File: config.mk
export PLATFORM = sky130hd
export DESIGN_NAME = nqueens_completion_counter
export DESIGN_NICKNAME = d
export VERILOG_FILES = /design/src/rtl/core/nqc_pkg.sv /design/src/rtl/core/nqc_stack_mem.sv /design/src/rtl/core/nqc_node_unit.sv /design/src/rtl/core/nqueens_completion_counter.sv
export SDC_FILE = /design/constraint.sdc
export NUM_CORES = 2
export LEC_CHECK = 0
export ABC_CLOCK_PERIOD_IN_PS = 18850
export BUFFER_PORTS_ARGS = -buffer_cell sky130_fd_sc_hd__buf_4
export CELL_PAD_IN_SITES_DETAIL_PLACEMENT = 0
export CELL_PAD_IN_SITES_GLOBAL_PLACEMENT = 2
export CORE_MARGIN = 2
export CORE_UTILIZATION = 51
export CTS_CLUSTER_SIZE = 20
export DETAILED_ROUTE_END_ITERATION = 10
export PLACE_DENSITY_LB_ADDON = 0.1
export SKIP_LAST_GASP = 1
export SLEW_MARGIN = 10
export SYNTH_ARGS = -nofsm -noshare
export SYNTH_HDL_FRONTEND = slang
export SYNTH_SLANG_ARGS = --single-unit
File: constraint.sdc
create_clock -name clk_i -period 18.85 [get_ports clk_i]
set_clock_uncertainty 0.05 [all_clocks]
set_input_delay 0.9425 -clock clk_i [delete_from_list [all_inputs] [get_ports clk_i]]
set_output_delay 0.9425 -clock clk_i [all_outputs]
set_load 0.05 [all_outputs]
File: src/rtl/core/nqc_pkg.sv
// Shared types and constants for the queen-placement completion counter.
package nqc_pkg;

  localparam int unsigned MaskW  = 32;
  localparam int unsigned CountW = 63;
  localparam int unsigned SizeW  = 5;

  localparam logic [SizeW-1:0]  BoardSizeRst = SizeW'(8);
  localparam logic [CountW-1:0] CountMax     = {CountW{1'b1}};

  // One row of the search stack.
  typedef struct packed {
    logic [MaskW-1:0] cols;
    logic [MaskW-1:0] left;
    logic [MaskW-1:0] right;
    logic [MaskW-1:0] free;
  } stack_entry_t;

  // Outcome of expanding one node of the search tree.
  typedef struct packed {
    logic             empty;
    logic             complete;
    logic [MaskW-1:0] parent_free;
    stack_entry_t     child;
  } node_res_t;

endpackage

File: src/rtl/core/nqc_stack_mem.sv
// Per-row search stack: one write port, one read port, registered read data.
module nqc_stack_mem #(
  parameter int unsigned Depth = 32,
  parameter int unsigned AddrW = 5
) (
  input  logic                 clk_i,
  input  logic                 wr_en_i,
  input  logic [AddrW-1:0]     wr_addr_i,
  input  nqc_pkg::stack_entry_t wr_data_i,
  input  logic                 rd_en_i,
  input  logic [AddrW-1:0]     rd_addr_i,
  output nqc_pkg::stack_entry_t rd_data_o
);

  nqc_pkg::stack_entry_t mem_q [Depth];
  nqc_pkg::stack_entry_t rd_data_q;

  always_ff @(posedge clk_i) begin
    if (wr_en_i) begin
      mem_q[wr_addr_i] <= wr_data_i;
    end
  end

  always_ff @(posedge clk_i) begin
    if (rd_en_i) begin
      rd_data_q <= mem_q[rd_addr_i];
    end
  end

  assign rd_data_o = rd_data_q;

endmodule

File: src/rtl/core/nqc_node_unit.sv
// Expands one search node: lowest free column, next-row masks and free set.
module nqc_node_unit (
  input  nqc_pkg::stack_entry_t        entry_i,
  input  logic [nqc_pkg::MaskW-1:0]    board_mask_i,
  output nqc_pkg::node_res_t           res_o
);

  logic [nqc_pkg::MaskW-1:0] pick;
  logic [nqc_pkg::MaskW-1:0] nc;
  logic [nqc_pkg::MaskW-1:0] nl;
  logic [nqc_pkg::MaskW-1:0] nr;

  always_comb begin
    // Two's complement trick isolates the lowest set bit.
    pick = entry_i.free & (~entry_i.free + nqc_pkg::MaskW'(1));
    nc   = entry_i.cols | pick;
    nl   = ((entry_i.left | pick) << 1) & board_mask_i;
    nr   = (entry_i.right | pick) >> 1;

    res_o.empty       = (entry_i.free == '0);
    res_o.complete    = (nc == board_mask_i);
    res_o.parent_free = entry_i.free & ~pick;
    res_o.child.cols  = nc;
    res_o.child.left  = nl;
    res_o.child.right = nr;
    res_o.child.free  = board_mask_i & ~(nc | nl | nr);
  end

endmodule

File: src/rtl/core/nqueens_completion_counter.sv
// Top level: counts all completions of a partly filled queen-placement board.
//
// Usage. The input channel (in_valid_i / in_stall_o) carries one item: the
// occupied-column, left-diagonal and right-diagonal masks of a subproblem.
// The output channel (out_valid_o / out_stall_i) returns one item per input:
// the number of completions, saturating at 2^63-1. board_size_we_i writes
// board_size_i, which resets to 8; the user must write it only while idle.
// The block itself does not enforce this rule.
// Search. Each step works on the top-of-stack registers: a placement, a
// counted completion, an exhausted row or a column skipped at the depth
// bound. Each return to a parked row adds a stack memory read in the wait
// state. The size of the search tree sets the time to the result; a full
// board goes straight to the done state. Once the result is in the output
// register, the next item can be taken, even while the result waits there.
// One item is searched at a time.
// Reset clears the state machine, depth, count and the output valid; the stack
// memory is not cleared, since every row is written before it is read.
// When the receiver stalls, the finished count waits in a done state until
// the output register is free.
module nqueens_completion_counter #(
  parameter int unsigned MAX_N = 32
) (
  input  logic                        clk_i,
  input  logic                        rst_ni,
  input  logic                        board_size_we_i,
  input  logic [nqc_pkg::SizeW-1:0]   board_size_i,
  input  logic                        in_valid_i,
  output logic                        in_stall_o,
  input  logic [nqc_pkg::MaskW-1:0]   column_mask_i,
  input  logic [nqc_pkg::MaskW-1:0]   left_diag_mask_i,
  input  logic [nqc_pkg::MaskW-1:0]   right_diag_mask_i,
  output logic                        out_valid_o,
  input  logic                        out_stall_i,
  output logic [nqc_pkg::CountW-1:0]  solution_count_o
);

  localparam int unsigned AddrW  = $clog2(MAX_N);
  localparam int unsigned DepthW = $clog2(MAX_N + 1);

  localparam logic [1:0] StIdle = 2'd0;
  localparam logic [1:0] StExec = 2'd1;
  localparam logic [1:0] StWait = 2'd2;
  localparam logic [1:0] StDone = 2'd3;

  logic [1:0]                  state_q, state_d;
  logic [DepthW-1:0]           depth_q, depth_d;
  logic [nqc_pkg::CountW-1:0]  count_q, count_d;
  logic [nqc_pkg::SizeW-1:0]   board_size_q;
  nqc_pkg::stack_entry_t       cur_q, cur_d;
  logic                        out_valid_q, out_valid_d;
  logic [nqc_pkg::CountW-1:0]  out_count_q, out_count_d;

  logic [nqc_pkg::MaskW-1:0]   board_mask;
  logic                        in_accept;
  logic                        out_free;
  nqc_pkg::node_res_t          node_res;
  logic                        wr_en;
  logic [AddrW-1:0]            wr_addr;
  nqc_pkg::stack_entry_t       wr_data;
  logic                        rd_en;
  logic [AddrW-1:0]            rd_addr;
  nqc_pkg::stack_entry_t       rd_data;
  logic [nqc_pkg::CountW-1:0]  count_bump;

  assign board_mask = (nqc_pkg::MaskW'(1) << board_size_q) - nqc_pkg::MaskW'(1);
  assign in_stall_o = (state_q != StIdle);
  assign in_accept  = in_valid_i && !in_stall_o;
  assign out_free   = !out_valid_q || !out_stall_i;
  assign count_bump = (count_q == nqc_pkg::CountMax) ? count_q
                                                      : count_q + nqc_pkg::CountW'(1);

  nqc_node_unit u_node (
    .entry_i      (cur_q),
    .board_mask_i (board_mask),
    .res_o        (node_res)
  );

  nqc_stack_mem #(
    .Depth (MAX_N),
    .AddrW (AddrW)
  ) u_stack (
    .clk_i     (clk_i),
    .wr_en_i   (wr_en),
    .wr_addr_i (wr_addr),
    .wr_data_i (wr_data),
    .rd_en_i   (rd_en),
    .rd_addr_i (rd_addr),
    .rd_data_o (rd_data)
  );

  always_comb begin
    state_d     = state_q;
    depth_d     = depth_q;
    count_d     = count_q;
    cur_d       = cur_q;
    out_valid_d = out_valid_q && out_stall_i;
    out_count_d = out_count_q;
    wr_en       = 1'b0;
    wr_addr     = AddrW'(depth_q - DepthW'(1));
    wr_data     = cur_q;
    wr_data.free = node_res.parent_free;
    rd_en       = 1'b0;
    rd_addr     = AddrW'(depth_q - DepthW'(2));

    unique case (state_q)
      StIdle: begin
        if (in_accept) begin
          cur_d.cols  = column_mask_i;
          cur_d.left  = left_diag_mask_i & board_mask;
          cur_d.right = right_diag_mask_i;
          cur_d.free  = board_mask & ~(column_mask_i | left_diag_mask_i | right_diag_mask_i);
          if (column_mask_i == board_mask) begin
            count_d = nqc_pkg::CountW'(1);
            depth_d = '0;
            state_d = StDone;
          end else begin
            count_d = '0;
            depth_d = DepthW'(1);
            state_d = StExec;
          end
        end
      end
      StExec: begin
        priority if (node_res.empty) begin
          depth_d = depth_q - DepthW'(1);
          if (depth_q == DepthW'(1)) begin
            state_d = StDone;
          end else begin
            // Parent row comes back from the stack memory next cycle.
            rd_en   = 1'b1;
            state_d = StWait;
          end
        end else if (node_res.complete) begin
          count_d    = count_bump;
          cur_d.free = node_res.parent_free;
        end else if (depth_q < DepthW'(MAX_N)) begin
          // Park the parent with its updated free set; the child stays in registers.
          wr_en   = 1'b1;
          cur_d   = node_res.child;
          depth_d = depth_q + DepthW'(1);
        end else begin
          cur_d.free = node_res.parent_free;
        end
      end
      StWait: begin
        cur_d   = rd_data;
        state_d = StExec;
      end
      StDone: begin
        if (out_free) begin
          out_valid_d = 1'b1;
          out_count_d = count_q;
          state_d     = StIdle;
        end
      end
      default: begin
        state_d = StIdle;
      end
    endcase
  end

  always_ff @(posedge clk_i or negedge rst_ni) begin
    if (!rst_ni) begin
      state_q      <= StIdle;
      depth_q      <= '0;
      count_q      <= '0;
      out_valid_q  <= 1'b0;
      board_size_q <= nqc_pkg::BoardSizeRst;
    end else begin
      state_q     <= state_d;
      depth_q     <= depth_d;
      count_q     <= count_d;
      out_valid_q <= out_valid_d;
      if (board_size_we_i) begin
        board_size_q <= board_size_i;
      end
    end
  end

  always_ff @(posedge clk_i) begin
    cur_q       <= cur_d;
    out_count_q <= out_count_d;
  end

  assign out_valid_o      = out_valid_q;
  assign solution_count_o = out_count_q;

`ifndef ASSERT_OFF
  a_depth_bound: assert property (@(posedge clk_i) disable iff (!rst_ni)
    depth_q <= DepthW'(MAX_N))
    else $error("stack depth beyond its bound");

  a_exec_has_row: assert property (@(posedge clk_i) disable iff (!rst_ni)
    (state_q == StExec) |-> (depth_q != '0))
    else $error("search running on an empty stack");

  a_wait_one_cycle: assert property (@(posedge clk_i) disable iff (!rst_ni)
    (state_q == StWait) |=> (state_q == StExec))
    else $error("stack read wait lasted more than one cycle");

  a_count_monotone: assert property (@(posedge clk_i) disable iff (!rst_ni)
    (state_q == StExec) |=> (count_q >= $past(count_q)))
    else $error("completion count decreased during a search");
`endif

endmodule
* Yosys cells after proc, flatten, opt, wreduce, memory -nomap -nowiden
Memory sizes are Yosys's and may differ from the RTL's. A register that Yosys moved wholly into a read port is not among the register bits. Index checks and enable logic that the tools add are counted.
Word-level totals: input bits 106, memories 1, flip-flop bits (word level) 268, bits in latches 0, bits in writable memories 4096, memory bits (read-only) 0
Memory list:
- u_stack.mem_q | depth 32, width 128, rd ports 1, clocked after memory_dff 1, wr ports 1, RTL line nqc_stack_mem.sv:15 | nqc_pkg::stack_entry_t mem_q [Depth];
Cells by class: $add $sub $neg 6, bitwise logic cells 17, equality and inequality tests 17, mux-type cells 36, magnitude comparators 1, div/mod/pow operators 0, shift-type cells 1, multiply operators 0, reductions and logical operators 17
Operator list (count):
- case mux 128 bit (3 select lines) | 1
- 2-to-1 mux 128 bit | 2
- 2-to-1 mux 63 bit | 4
- bitwise AND 32 bit | 6
- 2-to-1 mux 96 bit | 2
- bitwise OR 32 bit | 5
- inverter 32 bit | 4
- case mux 63 bit (2 select lines) | 1
- == test 32 bit | 2
- 2-to-1 mux 32 bit | 2
- adder 63 x 1 -> 63 bit, second input constant | 1
- == test 63 bit, second input constant | 1
- adder 32 x 1 -> 32 bit, second input constant | 1
- logical NOT 32 bit | 1
- bitwise OR 32 x 31 -> 32 bit | 1
- << shifter 1 x 5 -> 32 bit, first input constant | 1
- subtractor 32 x 2 -> 32 bit, second input constant | 1
- bitwise OR 31 bit | 1
- 2-to-1 mux 6 bit | 4
- inequality test 2 bit, second input constant | 8
- 2-to-1 mux 1 bit | 14
- case mux 6 bit (2 select lines) | 1
- AND reduction 5 bit | 2
- 2-to-1 mux 2 bit | 4
- 18 further kinds | 25

* Logic depth before layout (Yosys ltp)
depth in word-level cells 13, gate-level depth with buffers 19, mapped depth without buffers 14

* Hierarchy
A second synthesis with hierarchy kept.
Second synthesis, totals: cell total of the unflattened synthesis 8214, area, all modules 173112.3 µm²
Modules (own cells, without submodules):
- nqc_stack_mem | seq. area each 126841.7 µm², instances 1, area each 156517.6 µm², cells an instance 6440
- nqueens_completion_counter | seq. area each 7663.6 µm², instances 1, area each 14112.3 µm², cells an instance 1357
- nqc_node_unit | seq. area each 0.0 µm², instances 1, area each 2482.4 µm², cells an instance 417

* Worst setup path before layout
No wires, ideal clock.
kind register to register, start point reg board_size_q[1] (netlist name), end point mem u_stack.mem_q[10][100] (netlist name), enable pin, period minus slack after synthesis 13178 ps, buffers on the path 3, cell stages (with the launch flop) 17, data arrival time 12369 ps, setup slack 5672 ps, cell sequence dfrtp_1 > clkbuf_1 > or2_1 > nor4_1 > inv_1 > ha_1 > nor2_1 > a31oi_1 > o32ai_1 > xor2_1 > a2111oi_0 > nor3b_1 > a31oi_1 > clkbuf_1 > nand2_1 > clkbuf_1 > nor3_1
On the way: cells in the longest elaborated chain, start to end 8
Ends and longest elaborated chain:
- from (decl) | RTL line nqueens_completion_counter.sv:48 | logic [nqc_pkg::SizeW-1:0] board_size_q;
- from (signal assigned) | RTL line nqueens_completion_counter.sv:168 | board_size_q <= nqc_pkg::BoardSizeRst;
- from (signal assigned) | RTL line nqueens_completion_counter.sv:175 | board_size_q <= board_size_i;
- << shifter 1 x 5 -> 32 bit | RTL line nqueens_completion_counter.sv:65 | assign board_mask = (nqc_pkg::MaskW'(1) << board_size_q) - nqc_pkg::MaskW'(1);
- subtractor 32 x 2 -> 32 bit | RTL line nqueens_completion_counter.sv:65
- == test 32 bit | RTL line nqc_node_unit.sv:21 | res_o.complete = (nc == board_mask_i);
- 2-to-1 mux 1 bit | RTL line nqueens_completion_counter.sv:133 | end else if (node_res.complete) begin
- 2-to-1 mux 1 bit | RTL line nqueens_completion_counter.sv:124 | priority if (node_res.empty) begin
- 2-to-1 mux 1 bit | RTL line nqueens_completion_counter.sv:105 | unique case (state_q)
- 2-to-1 mux 1 bit | RTL line nqc_stack_mem.sv:19 | if (wr_en_i) begin
- 2-to-1 mux 1 bit (implied by the code) | RTL line nqc_stack_mem.sv:20 | mem_q[wr_addr_i] <= wr_data_i;
- to (decl) | RTL line nqc_stack_mem.sv:15
No other way between the ends.

* Worst setup path in the final report
start point reg board_size_q[1] (netlist name), end point mem u_stack.mem_q[16][77] (netlist name), enable pin
Same word-level chain as after synthesis.

==> results.txt <==
total CTS buffers = 442
vias per cell = 6.58
CP arrival = 9.64 ns
Setup TNS Final = 0 ns
Antenna Nets Post-Route = 0
HP Class = input pin to flop
Synth Net Count = 7720
hold-critical path depth = 2
max-cap violations = 0
Yosys warnings = 0
relative slew slack = 0.151
CTS Root Cell = clkbuf_16
Yosys cell types = 81
Overall Power = 32.3 mW
worst hold path startpoint = out_stall_i
WL met2 = 233000 µm
ys flop type = edfxtp_1
number of enable flip-flop cells after synthesis = 4280
minimum clock period = 9.10 ns
CP startpoint kind = flop
async set-or-reset flop fraction in the synthesized netlist = 0.0177
clk buf depth = 4
post-route setup slack = 9.75 ns
Worst Setup Path Type = flop to flop
Final Routed Wirelength = 475000 µm
Crit-path slowest cell = buf_4
r2r startpoint = board_size_q[1]$_DFFE_PN0P_
Final Cycle Share = 0.483
CP dominant cell by count = buf_4
Sw Pwr = 10.4 mW
Clock Latency Late Sink = 1.00 ns
max-slew violations = 0
wire length on met3 = 34900 µm
Vias = 84.0k
Final nets = 8153
drt pass-1 iters = 6
crit-path cells = or2_1 > nor4_1 > buf_4 > inv_1 > ha_1 > nor2_1 > a31oi_1 > o32ai_2 > xor2_1 > a2111oi_0 > nor3b_1 > a31oi_4 > nand2_1 > nor3_2 > buf_4 > buf_4 > buf_4
Leak = 59.9 nW
Yosys reg bits = 4357
Starting Density = 0.513
Crit. End Element = flop
Worst R2R Setup Slack = 9.75 ns
Die Wd = 581 µm
core box area = 331000 µm²
DRC viols = 0
HPWL after DPL = 253000 µm
RePlAce Congestion = 0.921
Post-CTS Hold Buffers = 1
Synth Area per Inst = 22.4 µm²
metal1 wirelength = 190000 µm
worst-path fanout max = 39
H-tree levels = 5
slowest stage delay, CP = 0.86 ns
Place WS = 9.80 ns
final core occ = 0.580
Switching Fraction = 0.321
synthesized area = 170000 µm²
Global Route Usage Sum = 0.280
Post CTS Setup Buffer Count = 0
vias in the first global route = 83.7k
uppermost layer routed = met4
largest net degree at the start of global routing = 140
final setup violating endpoints = 0
layout cell share with drive strength beyond 1 = 0.298
Comb power frac = 0.313
Die Footprint = 338000 µm²
CTS tree = yes
cell total after placement = 11.9k
Post-Synthesis Cells = 7599
worst-margin pin slew = 1.27 ns
share of total power in the clock network = 0.264
wire per inst = 37.2 µm
IO buf count = 169
final hold viol count = 0
Die Y = 581 µm
worst r2r path cells = 17
initial drt markers = 10.7k
Layout area overhead = 13.0%
Data required, critical path = 19.39 ns
f_max = 110 MHz
Row Count = 211
clock slew at reported path FFs = 0.06 ns
post_cts resized = 0
first-pass GRT wire length = 660000 µm
Non-Filler Instances = 12.8k
unrepaired setup endpoints after global routing = no
status = finished clean
worst hold endpoint = out_valid_o$_DFF_PN0_
post-synthesis sequential area ratio = 0.768
P per Cell Area = 168 nW/µm²
I/O pin cnt = 171
Max IR drop VDD = 0.000168 V
initial antenna violation count = 31
CTS sink count = 4357
sequential share of power = 0.422
P_int = 21.9 mW
grt total ovfl = 0
R2R Path End = u_stack.mem_q[16][77]$_DFFE_PP_
[synthesized netlist by cell type, types with 9 or more instances]
| library cell | instances | share of area |
|---|---|---|
| ha_1 | 15 | 0.0011 |
| nor3_1 | 70 | 0.0021 |
| o211ai_1 | 25 | 0.0011 |
| xnor2_1 | 51 | 0.0026 |
| a22o_1 | 12 | 0.00062 |
| mux2_2 | 130 | 0.0086 |
| and3_1 | 38 | 0.0014 |
| a211oi_1 | 12 | 0.00053 |
| nor3b_1 | 9 | 0.00040 |
| nor4_1 | 49 | 0.0018 |
| or4_1 | 25 | 0.0011 |
| nor4b_1 | 9 | 0.00046 |
| and2_1 | 22 | 0.00081 |
| a32oi_1 | 18 | 0.00093 |
| or3_1 | 37 | 0.0014 |
| a221oi_1 | 13 | 0.00067 |
| dfrtp_1 | 76 | 0.011 |
| buf_1 | 59 | 0.0013 |
| o2bb2ai_1 | 11 | 0.00057 |
| clkbuf_1 | 345 | 0.0076 |
| and4_1 | 12 | 0.00062 |
| nand2b_1 | 19 | 0.00070 |
| a21oi_1 | 119 | 0.0035 |
| nor2_1 | 225 | 0.0050 |
| nor2b_1 | 13 | 0.00048 |
| o21ai_0 | 99 | 0.0029 |
| or2_2 | 10 | 0.00037 |
| edfxtp_1 | 4280 | 0.76 |
| xor2_1 | 22 | 0.0011 |
| inv_1 | 34 | 0.00075 |
| o21ai_1 | 9 | 0.00026 |
| a21o_1 | 14 | 0.00062 |
| nand4_1 | 39 | 0.0014 |
| o31ai_1 | 11 | 0.00049 |
| a31oi_1 | 61 | 0.0022 |
| nand3_1 | 70 | 0.0021 |
| nand2_1 | 171 | 0.0038 |
| o21a_1 | 9 | 0.00040 |
| mux4_2 | 1240 | 0.16 |
[sequential cells by signal, indices dropped and copies added (netlist names)]
name,cells
count_q,63
u_stack.mem_q,3968
out_valid_o,1
u_stack.rd_data_o,124
state_q,2
cur_q,125
solution_count_o,63
depth_q,6
board_size_q,5
[logic make-up after synthesis]
kind of cell             after synthesis  share of synthesized area
adder cells (fa/ha/maj)               15                    0.00110
multiplexers                        1376                      0.173
AND/OR/NAND/NOR                      846                     0.0254
AO/OA/AOI/OAI                        487                     0.0189
XOR/XNOR                              74                    0.00386
flip-flops                          4357                      0.768
buffers and inverters                444                    0.00993
[metrics by stage]
step | instance area [µm²] | hold slack (ns)
after detailed placement | 177000 | 0.433
after floorplan | 170000 | 0.396
after CTS | 191000 | 0.104
after global placement | 177000 | 0.419
after global routing | 192000 | 0.147
final | 192000 | 0.190
[worst max path at each step]
stage / start / to
floorplan: board_size_q[1]$_DFFE_PN0P_ / u_stack.mem_q[10][100]$_DFFE_PP_
global placement: board_size_q[1]$_DFFE_PN0P_ / u_stack.mem_q[16][58]$_DFFE_PP_
detailed placement: board_size_q[1]$_DFFE_PN0P_ / u_stack.mem_q[16][50]$_DFFE_PP_
CTS: board_size_q[1]$_DFFE_PN0P_ / u_stack.mem_q[16][51]$_DFFE_PP_
global route: board_size_q[1]$_DFFE_PN0P_ / u_stack.mem_q[19][35]$_DFFE_PP_
finish: board_size_q[1]$_DFFE_PN0P_ / u_stack.mem_q[16][77]$_DFFE_PP_
[worst max-delay path, delay by kind of cell (launching register included)]
kind	cells	cell delay, ns
and+or+nand+nor	6	2.68
buffers and inverters	5	2.50
AOI/OAI and AO/OA	4	1.67
DFF	1	0.74
adders and majority gates	1	0.48
xor gates and xnor gates	1	0.35
[cell usage in the layout, fill, tap and decap left out, types with 12 or more instances in the layout]
| master | n |
|---|---|
| clkinv_1 | 113 |
| buf_4 | 348 |
| o211ai_1 | 25 |
| and3_1 | 21 |
| edfxtp_1 | 4280 |
| and2_1 | 18 |
| nand2_1 | 170 |
| a21oi_1 | 119 |
| clkbuf_1 | 74 |
| a32oi_1 | 18 |
| clkinvlp_4 | 13 |
| or3_1 | 37 |
| nand3_1 | 70 |
| mux2_2 | 130 |
| clkinv_2 | 95 |
| buf_12 | 29 |
| xnor2_1 | 50 |
| nor3_2 | 16 |
| nand4_1 | 39 |
| a221oi_1 | 13 |
| and4_1 | 12 |
| diode_2 | 14 |
| nor2_1 | 219 |
| nor4_1 | 47 |
| nand2b_1 | 19 |
| a31oi_1 | 58 |
| mux4_2 | 1240 |
| a22o_1 | 12 |
| xor2_1 | 21 |
| inv_1 | 33 |
| bufinv_16 | 38 |
| dfrtp_1 | 73 |
| and3_4 | 17 |
| or4_1 | 25 |
| o21ai_0 | 99 |
| clkbuf_16 | 450 |
| nor3_1 | 54 |
| a21o_1 | 14 |
[layout make-up]
class / count / area, µm²
well taps: 4366 / 5460
multi-input cells: 2798 / 38200
diodes: 14 / 35.0
clock buffers: 518 / 11400
clock inverters: 288 / 2650
flip-flops and latches: 4357 / 130000
inverters: 35 / 133
repair buffers: 398 / 3680
fillers: 24100 / 139000
[layer usage]
metal,up-vias,global-route usage
met1,46300,0.397
met2,3704,0.455
met5,-,0
met4,0,0.0970
li1,33300,-
met3,689,0.0367
[power by group through the flow]
stage	Combinational, mW	Clock (mW)	Sequential (mW)
after floorplan	6.35	0	13.8
after global placement	9.78	0	14.0
after detailed placement	9.82	0	14.1
after CTS	9.86	8.67	13.9
after global routing	10.7	9.04	13.7
final	10.1	8.54	13.6
Power figures use the tool's default switching activity.
